===== src/sv/hpps_pkg.sv =====
package hpps_pkg;

  localparam int WINDOW_W   = 63;
  localparam int TIME_W     = 63;
  localparam int FRAME_W    = 32;
  localparam int PTIME_W    = 32;
  localparam int VM_ID_W    = 16;
  localparam int LIMIT_W    = 31;
  localparam int COUNT_W    = 31;
  localparam int SEL_W      = 11;
  localparam int TIME_SHIFT = 20;
  localparam int VM_SLOTS   = 4;
  localparam int VM_IDX_W   = 2;
  localparam int CFG_IDX_W  = 3;

  localparam logic [WINDOW_W-1:0] WINDOW_RESET = 63'd3000000000;

  localparam int NUM_VMS_DEF    = 4;
  localparam int MAX_SELECT_DEF = 1024;
  localparam int MAX_PAGES_DEF  = 2048;

  // configuration register indexes
  localparam logic [CFG_IDX_W-1:0] CFG_WINDOW    = 3'd0;
  localparam logic [CFG_IDX_W-1:0] CFG_LIMIT_VM0 = 3'd1;
  localparam logic [CFG_IDX_W-1:0] CFG_LIMIT_VM1 = 3'd2;
  localparam logic [CFG_IDX_W-1:0] CFG_LIMIT_VM2 = 3'd3;
  localparam logic [CFG_IDX_W-1:0] CFG_LIMIT_VM3 = 3'd4;

  // classified page record, front to back
  typedef struct packed {
    logic                first;
    logic                cold;
    logic                in_fast;
    logic                vm_ok;
    logic [VM_IDX_W-1:0] vm_idx;
    logic [LIMIT_W-1:0]  limit;
    logic [COUNT_W-1:0]  fast_count;
    logic [FRAME_W-1:0]  frame;
  } item_t;

  typedef struct packed {
    logic               selected;
    logic [FRAME_W-1:0] frame;
    logic               to_fast;
    logic               migrate_needed;
    logic [SEL_W-1:0]   selected_count;
    logic               scan_stopped;
  } result_t;

endpackage


===== src/sv/hpps_fifo.sv =====
module hpps_fifo #(
  parameter int WIDTH = 8,
  parameter int DEPTH = 2
) (
  input  logic             clk,
  input  logic             rst_n,
  input  logic             push,
  input  logic [WIDTH-1:0] wdata,
  output logic             full,
  input  logic             pop,
  output logic [WIDTH-1:0] rdata,
  output logic             empty
);

  localparam int PTR_W = (DEPTH > 1) ? $clog2(DEPTH) : 1;
  localparam int CNT_W = $clog2(DEPTH + 1);

  logic [WIDTH-1:0] mem_r [DEPTH];
  logic [PTR_W-1:0] wr_ptr_r, rd_ptr_r;
  logic [CNT_W-1:0] cnt_r;
  logic             do_push, do_pop;

  assign full    = (cnt_r == CNT_W'(DEPTH));
  assign empty   = (cnt_r == '0);
  assign do_push = push && !full;
  assign do_pop  = pop && !empty;
  assign rdata   = mem_r[rd_ptr_r];

  function automatic logic [PTR_W-1:0] bump(input logic [PTR_W-1:0] p);
    return (p == PTR_W'(DEPTH - 1)) ? '0 : p + 1'b1;
  endfunction

  always_ff @(posedge clk) begin
    if (!rst_n) begin
      wr_ptr_r <= '0;
      rd_ptr_r <= '0;
      cnt_r    <= '0;
    end else begin
      if (do_push) wr_ptr_r <= bump(wr_ptr_r);
      if (do_pop) rd_ptr_r <= bump(rd_ptr_r);
      if (do_push && !do_pop) cnt_r <= cnt_r + 1'b1;
      else if (do_pop && !do_push) cnt_r <= cnt_r - 1'b1;
    end
  end

  always_ff @(posedge clk) begin
    if (do_push) mem_r[wr_ptr_r] <= wdata;
  end

endmodule


===== src/sv/hpps_front.sv =====
module hpps_front import hpps_pkg::*; #(
  parameter int NUM_VMS = NUM_VMS_DEF
) (
  input  logic                 clk,
  input  logic                 rst_n,
  input  logic                 cfg_we,
  input  logic [CFG_IDX_W-1:0] cfg_index,
  input  logic [WINDOW_W-1:0]  cfg_wdata,
  input  logic                 first_of_scan,
  input  logic [TIME_W-1:0]    now_time,
  input  logic [FRAME_W-1:0]   page_frame,
  input  logic [PTIME_W-1:0]   page_time,
  input  logic                 owner_valid,
  input  logic [VM_ID_W-1:0]   owner_vm,
  input  logic                 in_fast_memory,
  input  logic [COUNT_W-1:0]   owner_fast_count,
  output item_t                item
);

  logic [WINDOW_W-1:0] window_r;
  logic [LIMIT_W-1:0]  limit_r [VM_SLOTS];
  logic [63:0]         age_edge;

  always_ff @(posedge clk) begin
    if (!rst_n) begin
      window_r <= WINDOW_RESET;
      for (int i = 0; i < VM_SLOTS; i++) limit_r[i] <= '0;
    end else if (cfg_we) begin
      unique case (cfg_index)
        CFG_WINDOW:    window_r   <= cfg_wdata;
        CFG_LIMIT_VM0: limit_r[0] <= cfg_wdata[LIMIT_W-1:0];
        CFG_LIMIT_VM1: limit_r[1] <= cfg_wdata[LIMIT_W-1:0];
        CFG_LIMIT_VM2: limit_r[2] <= cfg_wdata[LIMIT_W-1:0];
        CFG_LIMIT_VM3: limit_r[3] <= cfg_wdata[LIMIT_W-1:0];
        default: ;
      endcase
    end
  end

  // 52-bit shifted time plus 63-bit window never exceeds 64 bits
  assign age_edge = {12'd0, page_time, 20'd0} + {1'b0, window_r};

  always_comb begin
    item            = '0;
    item.first      = first_of_scan;
    item.cold       = (age_edge < {1'b0, now_time});
    item.in_fast    = in_fast_memory;
    item.vm_ok      = owner_valid && (owner_vm < VM_ID_W'(NUM_VMS));
    item.vm_idx     = owner_vm[VM_IDX_W-1:0];
    item.limit      = limit_r[owner_vm[VM_IDX_W-1:0]];
    item.fast_count = owner_fast_count;
    item.frame      = page_frame;
  end

endmodule


===== src/sv/hpps_back.sv =====
module hpps_back import hpps_pkg::*; #(
  parameter int NUM_VMS    = NUM_VMS_DEF,
  parameter int MAX_SELECT = MAX_SELECT_DEF,
  parameter int MAX_PAGES  = MAX_PAGES_DEF
) (
  input  logic    clk,
  input  logic    rst_n,
  input  logic    go,
  input  item_t   item,
  output result_t result
);

  localparam int VMI_W  = (NUM_VMS > 1) ? $clog2(NUM_VMS) : 1;
  localparam int SCAN_W = $clog2(MAX_PAGES + 1);

  typedef enum logic [1:0] {CHK_OVER, CHK_ROOM, CHK_AT} chk_t;

  logic [COUNT_W-1:0] exp_r [NUM_VMS];
  logic [SEL_W-1:0]   sel_cnt_r, sel_cnt_nxt;
  logic [SCAN_W-1:0]  scan_cnt_r, scan_cnt_nxt;
  logic               migrate_r, migrate_nxt;
  logic               stopped_r, stopped_nxt;

  logic [VMI_W-1:0]   vmi;
  logic               stop_cur, mig_cur;
  logic [SEL_W-1:0]   sel_cur;
  logic [SCAN_W-1:0]  scan_cur;
  logic [COUNT_W-1:0] ex_cur, ex_base, ex_nxt;
  logic               ex_wr;
  chk_t               chk;
  logic               sel, fast;

  assign vmi = item.vm_idx[VMI_W-1:0];

  always_comb begin
    // a first beat sees the scan state as cleared
    stop_cur = item.first ? 1'b0 : stopped_r;
    mig_cur  = item.first ? 1'b0 : migrate_r;
    sel_cur  = item.first ? '0 : sel_cnt_r;
    scan_cur = item.first ? '0 : scan_cnt_r;
    ex_cur   = item.first ? '0 : exp_r[vmi];
    ex_base  = (ex_cur == '0) ? item.fast_count : ex_cur;
    ex_nxt   = ex_base;
    ex_wr    = 1'b0;
    chk      = CHK_OVER;

    if (!item.vm_ok) begin
      chk = CHK_OVER;
    end else if (item.limit == '0) begin
      chk = CHK_ROOM;
    end else begin
      ex_wr = 1'b1;
      priority if (ex_base == item.limit) begin
        chk = CHK_AT;
      end else if (ex_base < item.limit) begin
        chk    = CHK_ROOM;
        ex_nxt = ex_base + 1'b1;
      end else begin
        chk    = CHK_OVER;
        ex_nxt = ex_base - 1'b1;
      end
    end

    sel         = 1'b0;
    fast        = 1'b0;
    migrate_nxt = mig_cur;
    if (!stop_cur) begin
      if (item.cold) begin
        sel = 1'b1;
        if (item.in_fast) migrate_nxt = 1'b1;
      end else if (!item.in_fast) begin
        if (chk == CHK_ROOM) begin
          sel         = 1'b1;
          fast        = 1'b1;
          migrate_nxt = 1'b1;
        end
      end else if (chk == CHK_OVER) begin
        sel         = 1'b1;
        migrate_nxt = 1'b1;
      end
    end

    if (stop_cur) begin
      sel_cnt_nxt  = sel_cur;
      scan_cnt_nxt = scan_cur;
      stopped_nxt  = 1'b1;
    end else begin
      sel_cnt_nxt  = sel_cur + SEL_W'(sel);
      scan_cnt_nxt = scan_cur + 1'b1;
      stopped_nxt  = (sel_cnt_nxt >= SEL_W'(MAX_SELECT)) ||
                     (scan_cnt_nxt >= SCAN_W'(MAX_PAGES));
    end

    result.selected       = sel;
    result.frame          = item.frame;
    result.to_fast        = fast;
    result.migrate_needed = migrate_nxt;
    result.selected_count = sel_cnt_nxt;
    result.scan_stopped   = stopped_nxt;
  end

  always_ff @(posedge clk) begin
    if (!rst_n) begin
      for (int i = 0; i < NUM_VMS; i++) exp_r[i] <= '0;
      sel_cnt_r  <= '0;
      scan_cnt_r <= '0;
      migrate_r  <= 1'b0;
      stopped_r  <= 1'b0;
    end else if (go) begin
      for (int i = 0; i < NUM_VMS; i++) begin
        if (!stop_cur && ex_wr && (vmi == VMI_W'(i))) exp_r[i] <= ex_nxt;
        else if (item.first) exp_r[i] <= '0;
      end
      sel_cnt_r  <= sel_cnt_nxt;
      scan_cnt_r <= scan_cnt_nxt;
      migrate_r  <= migrate_nxt;
      stopped_r  <= stopped_nxt;
    end
  end

endmodule


===== src/sv/hot_page_placement_selector_core.sv =====
// A beat moves from the classify queue through the tracker stage into the result queue.
// Throughput: one page record per cycle while the queues have room; the per-VM tracker
//   update is a read-modify-write in the back stage, so beats may follow back to back.
// A two-entry queue splits the classify stage from the tracker stage, another one
//   holds results, so a stalled consumer does not block input until both fill.
// Reset (rst_n low, synchronous) empties both queues, clears trackers and counters,
//   and loads the window register with 3 s and all VM limits with zero.
module hot_page_placement_selector_core import hpps_pkg::*; #(
  parameter int NUM_VMS    = NUM_VMS_DEF,
  parameter int MAX_SELECT = MAX_SELECT_DEF,
  parameter int MAX_PAGES  = MAX_PAGES_DEF
) (
  input  logic                 clk,
  input  logic                 rst_n,
  input  logic                 cfg_we,
  input  logic [CFG_IDX_W-1:0] cfg_index,
  input  logic [WINDOW_W-1:0]  cfg_wdata,
  input  logic                 in_push,
  output logic                 in_full,
  input  logic                 in_first_of_scan,
  input  logic [TIME_W-1:0]    in_now_time,
  input  logic [FRAME_W-1:0]   in_page_frame,
  input  logic [PTIME_W-1:0]   in_page_time,
  input  logic                 in_owner_valid,
  input  logic [VM_ID_W-1:0]   in_owner_vm,
  input  logic                 in_fast_memory,
  input  logic [COUNT_W-1:0]   in_owner_fast_count,
  output logic                 out_empty,
  input  logic                 out_pop,
  output logic                 out_selected,
  output logic [FRAME_W-1:0]   out_frame,
  output logic                 out_to_fast,
  output logic                 out_migrate_needed,
  output logic [SEL_W-1:0]     out_selected_count,
  output logic                 out_scan_stopped
);

  item_t   front_item, mid_item;
  result_t back_res, out_res;
  logic    mid_empty, res_full, go;

  hpps_front #(.NUM_VMS(NUM_VMS)) u_front (
    .clk              (clk),
    .rst_n            (rst_n),
    .cfg_we           (cfg_we),
    .cfg_index        (cfg_index),
    .cfg_wdata        (cfg_wdata),
    .first_of_scan    (in_first_of_scan),
    .now_time         (in_now_time),
    .page_frame       (in_page_frame),
    .page_time        (in_page_time),
    .owner_valid      (in_owner_valid),
    .owner_vm         (in_owner_vm),
    .in_fast_memory   (in_fast_memory),
    .owner_fast_count (in_owner_fast_count),
    .item             (front_item)
  );

  hpps_fifo #(.WIDTH($bits(item_t)), .DEPTH(2)) u_mid_q (
    .clk   (clk),
    .rst_n (rst_n),
    .push  (in_push),
    .wdata (front_item),
    .full  (in_full),
    .pop   (go),
    .rdata (mid_item),
    .empty (mid_empty)
  );

  assign go = !mid_empty && !res_full;

  hpps_back #(
    .NUM_VMS    (NUM_VMS),
    .MAX_SELECT (MAX_SELECT),
    .MAX_PAGES  (MAX_PAGES)
  ) u_back (
    .clk    (clk),
    .rst_n  (rst_n),
    .go     (go),
    .item   (mid_item),
    .result (back_res)
  );

  hpps_fifo #(.WIDTH($bits(result_t)), .DEPTH(2)) u_res_q (
    .clk   (clk),
    .rst_n (rst_n),
    .push  (go),
    .wdata (back_res),
    .full  (res_full),
    .pop   (out_pop),
    .rdata (out_res),
    .empty (out_empty)
  );

  assign out_selected       = out_res.selected;
  assign out_frame          = out_res.frame;
  assign out_to_fast        = out_res.to_fast;
  assign out_migrate_needed = out_res.migrate_needed;
  assign out_selected_count = out_res.selected_count;
  assign out_scan_stopped   = out_res.scan_stopped;

endmodule


===== config.mk =====
export PLATFORM = sky130hd
export DESIGN_NAME = hot_page_placement_selector_core
export DESIGN_NICKNAME = d
export VERILOG_FILES = /design/src/sv/hpps_pkg.sv /design/src/sv/hpps_fifo.sv /design/src/sv/hpps_front.sv /design/src/sv/hpps_back.sv /design/src/sv/hot_page_placement_selector_core.sv
export SDC_FILE = /design/constraint.sdc
export NUM_CORES = 1
export LEC_CHECK = 0
export ABC_AREA = 1
export BUFFER_PORTS_ARGS = -buffer_cell sky130_fd_sc_hd__buf_2
export CAP_MARGIN = 20
export CORE_MARGIN = 10
export CORE_UTILIZATION = 61
export CTS_CLUSTER_SIZE = 16
export DETAILED_ROUTE_END_ITERATION = 6
export GPL_ROUTABILITY_DRIVEN = 0
export PLACE_DENSITY = 0.81
export RECOVER_POWER = 50
export SLEW_MARGIN = 25
export SYNTH_ARGS = -nofsm -noshare
export SYNTH_HDL_FRONTEND = slang
export SYNTH_HIERARCHICAL = 1
export SYNTH_SLANG_ARGS = --single-unit

===== constraint.sdc =====
create_clock -name clk -period 8.2 [get_ports clk]
set_clock_uncertainty 0.2 [all_clocks]
set_input_delay 0.82 -clock clk [delete_from_list [all_inputs] [get_ports clk]]
set_output_delay 0.82 -clock clk [all_outputs]
set_load 0.005 [all_outputs]

Yosys cells after proc, flatten, opt, wreduce, memory -nomap -nowiden --
Memories as Yosys holds them, arrays and structs flattened. A register that Yosys moved wholly into a read port is not among the register bits. Index checks and enable logic that the tools add are counted.
Word-level totals: input bits 248, bits in latches 0, memories 4, bits in writable memories 542, bits in read-only memories 0, word-level logic and storage cells 202, register bits after elaboration 96
Cells by class: bitwise operators 12, $add $sub $neg 13, equal/unequal tests 11, shift operators 0, reductions and logical operators 35, $mul 0, muxes and demuxes 111, order comparisons 5, divide/modulo/power cells 0
Memories:
- u_mid_q.mem_r | depth 2, bits a word 100, rd ports 1, clocked after memory_dff 1, write ports 1, line hpps_fifo.sv:18 | logic [WIDTH-1:0] mem_r [DEPTH];
- u_back.exp_r | depth 4, bits a word 31, rd ports 1, clocked after memory_dff 0, write ports 4, line hpps_back.sv:18 | logic [COUNT_W-1:0] exp_r [NUM_VMS];
- u_front.limit_r | depth 4, bits a word 31, rd ports 1, clocked after memory_dff 0, write ports 4, line hpps_front.sv:21 | logic [LIMIT_W-1:0] limit_r [VM_SLOTS];
- u_res_q.mem_r | depth 2, bits a word 47, rd ports 1, clocked after memory_dff 1, write ports 1, line hpps_fifo.sv:18
Operators by type and width (number):
- $mux W31 | 18
- $mux W1 | 82
- $add A52 B63 Y64 | 1
- $lt A64 B63 Y1 | 1
- $logic_not A31 Y1 | 2
- $add A31 B1 Y31 const B | 1
- $eq A31 B31 Y1 | 1
- $lt A31 B31 Y1 | 1
- $sub A31 B1 Y31 const B | 1
- $mux W12 | 2
- $mux W11 | 2
- $lt A16 B3 Y1 const B | 1
- $logic_and A1 B1 Y1 | 15
- $mux W2 | 7
- $add A12 B1 Y12 const B | 1
- $ge A12 B12 Y1 const B | 1
- $or A1 B1 Y1 | 12
- $add A11 B1 Y11 | 1
- $ge A11 B11 Y1 const B | 1
- $logic_not A1 Y1 | 9
- $eq A2 B2 Y1 const B | 4
- $logic_not A2 Y1 | 4
- $eq A3 B2 Y1 const B | 2
- $add A1 B1 Y1 const B | 4
- other kinds (9) | 13

Depth between registers and ports, before layout --
An unclocked memory read counts as a cell.
word-level depth 18, mapped depth 45, depth with buffers taken out 39

Hierarchy --
Netlist, hierarchy kept.
By module, submodules not included:
- hpps_front | times used 1, area each 12219.2 µm², cells an instance 1551
- hpps_back | times used 1, area each 10681.5 µm², cells an instance 1506
- hpps_fifo at u_mid_q | times used 1, area each 7963.9 µm², cells an instance 349
- hpps_fifo at u_res_q | times used 1, area each 3759.9 µm², cells an instance 184
- hot_page_placement_selector_core | times used 1, area each 3.8 µm², cells an instance 1

Least setup slack after synthesis --
OpenSTA, ideal clock, no wires.
path kind reg-to-reg, start register with a tool-made name, end memory u_back.exp_r[1][30] (data pin), stages on the path, launching flop included 45, clock period less this slack 6301 ps, setup slack 1899 ps, arrival 5835 ps, required time 7734 ps, cell sequence dfxtp_1 buf_6 buf_12 mux2_4 buf_4 inv_2 buf_6 buf_6 nand2_1 nand2_1 nand2_1 nand2_1 nand2_1 nand2_1 nor2_1 nand2_1 nor2_2 nand2_1 [... 9 more ...] nand3_1 o21a_1 nand2_1 inv_1 fa_1 o21ai_0 nand3_1 nand2_1 nand3_1 nand3_1 nand2_1 o211ai_1 nand2_1 nand3_1 nand2_1 nand3_1 xor2_1 nor2_1
RTL lines (line):
- end, declared | hpps_back.sv:18

==> results.md <==
- Initial Utilization: 61.5%
- Height of the die: approximately 260 um
- Max Root-Sink Buffers: 3
- Gate Count Post-Synth: roughly 3.6k
- Final Cycle Share: just over 90%
- Synth Area in Adders: 5.86%
- CTS clk-pin slew, worst paths: 60 ps
- Worst Tran Pin Value: about 3800 ps
- Syn_nets: 4000
- Antenna violations before repair: 4
- Area contributors post-synth: edfxtp_1, nand2_1, nor2_1
- TritonCTS clock tree: built
- Congestion Overflow GR: 0
- Area growth syn-to-layout: 9.24%
- Largest area contributor in the netlist: edfxtp_1
- CP max stage delay: 480 ps
- Synth Cell Area: roughly 35000 um2
- Worst VDD drop: between 0.00015 and 0.0002 V
- Share of the synthesized area in the top cell type: between 40% and 50%
- Asr flop ratio synth: 0%
- Hold-fix buffers, CTS: 0
- Final Hold Fails: 0
- H-tree levels: 3
- Yosys reg bits: 640
- Total power: ~11000 uW
- Number of CTS-inserted buffers: 66
- Max cap viols: 13
- Drt initial violations: 2850
- Vias post-DR: 25.9k
- Fmax: 133 MHz
- Worst EP required: 8320 ps
- Final count of negative-setup-slack endpoints: 0
- Vias in the first global route: 25.0k
- Fraction of layout cells with a size suffix above 1: 15.1%
- Global-route wire length before repair: between 100 and 150 mm
- Port bufs: 296
- Endpoint class of the critical path: register
- Fin Setup TNS: 0 ps
- Die area: around 67000 um2
- Post-synthesis xor/xnor area fraction: 1.42%
- Worst path slowest cell: dfxtp_4
- WP buf/inv: 6
- Post-CTS setup repair buffer count: 0
- Min cycle time layout: 7510 ps
- Leak pwr: 0.0162 uW
- Root buf cell: clkbuf_16
- Num ports: 297
- Core area: between 50000 and 60000 um2
- Routed wire length: ~85 mm
- Worst hold path class: in -> reg
- Proportion of synthesized area in mux cells: 6.19%
- Skew-Pair Late Insertion Delay: 630 ps
- Dpl hpwl: roughly 60 mm
- Cell mode on critical path: nand2_1
- WS Path Type: reg -> reg
- DR pass1 iterations: 6
- Netlist cell types: 55
- Largest family of logic cells by synthesized area: simple AND/OR/NAND/NOR gates
- Compound-Gate Fraction of Synth Area: around 7.8%
- Worst EP arrival: 7630 ps
- CP Max Fanout: 32
- Drt wl/cell: 18.6 um
- Worst relative slew slack: -151%
- # fillers: 4363
- Clock Sink Count: 640
- DRC Markers: 0
- Delay-heaviest family, CP: simple AND/OR/NAND/NOR gates
- Outcome: finished with violations
- Final slew viol count: between 500 and 600
- Register area: 18200 um2
- Crit path launch type: register
- Failing checks: max-capacitance violations, max-slew violations
- Final nets: 4176
- Ys flop type: edfxtp_1
- GRT Util Overall: 24.7%
- Number of flops mapped to enable cells by yosys: 542
- Ys Warns: 6
- Num rows: 87
- Simple-gate share of the synthesized area: 18.0%
- Pin count of the biggest net entering global routing: 77
- Multi-input gate area: 13600 um2
- RSZ-0062 raised after global routing: no
- Power Density: 295 nW/um2
- Final ANT Viol Nets: 0
- Vias/cell: 5.65
- Sequential area share after synthesis: between 50% and 60%
- Die Span X: 258 um
- Mean post-synth cell area: a little under 10 um2
[power by group]
part	internal, uW	switching [uW]
clock	1730	1250
sequential	4240	174
combinational	1270	2480
[synth_stat cells (all sizes together) (36+ instances only)]
master  instances
nand3         107
dfxtp          98
inv           342
buf           148
o21ai         224
nand2         752
nor2          574
nor3           36
xor2           38
edfxtp        542
clkbuf         74
ha            159
a21oi         179
mux2          147
[per-stage QoR]
step | instance area (um2) | setup WS (ps) | cells | hold WS, ps | utilization [%]
finish | 37800 | 693 | 4578 | 181 | 67.2
global route | 37800 | 89.3 | 4578 | 174 | 67.2
CTS | 38100 | 691 | 4574 | 157 | 67.7
detailed placement | 35900 | 769 | 4455 | 249 | 63.9
global placement | 35900 | 995 | 4454 | 243 | 63.8
floorplan | 34600 | 1900 | 3591 | 227 | -
[per-layer routing]
metal | GRT usage, % | up-vias | part of all wire [%]
met5 | 0 | - | 0
met2 | 41.2 | 1256 | 48
met4 | 10.1 | 0 | 3.4
li1 | - | 12400 | -
met1 | 31.8 | 12100 | 40
met3 | 4.21 | 169 | 9.1
[worst reg2reg max path, delay by kind of cell (launching register included)]
family,cells,cell delay [ps]
AND/OR/NAND/NOR,22,2350
XOR/XNOR,1,340
multiplexers,1,480
buffers and inverters,6,1230
adder cells (fa/ha/maj),2,820
flip-flops,1,480
AO/OA/AOI/OAI,6,1290
[layout by cell type, fill, tap and decap left out, types with 18 or more instances in the layout]
master	n
a21oi_1	173
buf_2	250
buf_4	20
clkbuf_1	76
clkbuf_16	68
dfxtp_1	96
edfxtp_1	542
ha_1	159
inv_1	327
mux2_1	32
mux2_4	98
nand2_1	735
nand3_1	100
nand4_1	32
nor2_1	547
nor2_2	24
nor3_1	32
nor4_1	18
o21ai_0	203
o22ai_1	32
xnor2_1	18
xor2_1	38
[final cells by class]
cell class	count	share of cell area, %
inverters	345	3.43
repair buffers	330	4.30
clock inverters	31	0.890
multi-input cells	2384	35.8
diodes	4	0.0265
well taps	756	2.50
flip-flops and latches	640	48.2
clock buffers	88	4.80
[timing repair]
item                       4_1_cts  5_1_grt
setup endpoints to repair        0        4
resized for setup                0        2
hold endpoints to repair         0        0
[worst paths after layout]
check	startpoint	end	slack, ps	depth (start not counted)
worst max-delay path	register	u_back/exp_r[0][30]$_SDFFCE_PP0P_	690	38
worst max register to register	register	u_back/exp_r[0][30]$_SDFFCE_PP0P_	690	38
worst min-delay path	in_page_frame[7]	u_mid_q/mem_r[0][7]$_DFFE_PP_	180	1
worst min register to register	u_back/migrate_r$_SDFFE_PN0P_	u_back/migrate_r$_SDFFE_PN0P_	260	2
[sequential cells by signal (all words and copies together) (netlist names), named ones only]
| name | flops |
|---|---|
| u_mid_q/mem_r | 200 |
| u_back/exp_r | 124 |
| u_front/limit_r | 124 |
| u_res_q/mem_r | 94 |
| u_front/window_r | 63 |
| u_back/scan_cnt_r | 12 |
| u_back/sel_cnt_r | 11 |
| u_mid_q/cnt_r | 2 |
| u_res_q/cnt_r | 2 |
| u_back/migrate_r | 1 |
| u_back/stopped_r | 1 |
| u_mid_q/rd_ptr_r | 1 |
| u_mid_q/wr_ptr_r | 1 |
| u_res_q/rd_ptr_r | 1 |
| u_res_q/wr_ptr_r | 1 |
[kinds of logic after synthesis]
group | Yosys count
adder cells (fa/ha/maj) | 161
flip-flops | 640
buffers and inverters | 567
AO/OA/AOI/OAI | 491
AND/OR/NAND/NOR | 1529
multiplexers | 147
XOR/XNOR | 56
No activity file was read; power rests on OpenSTA's default activity.
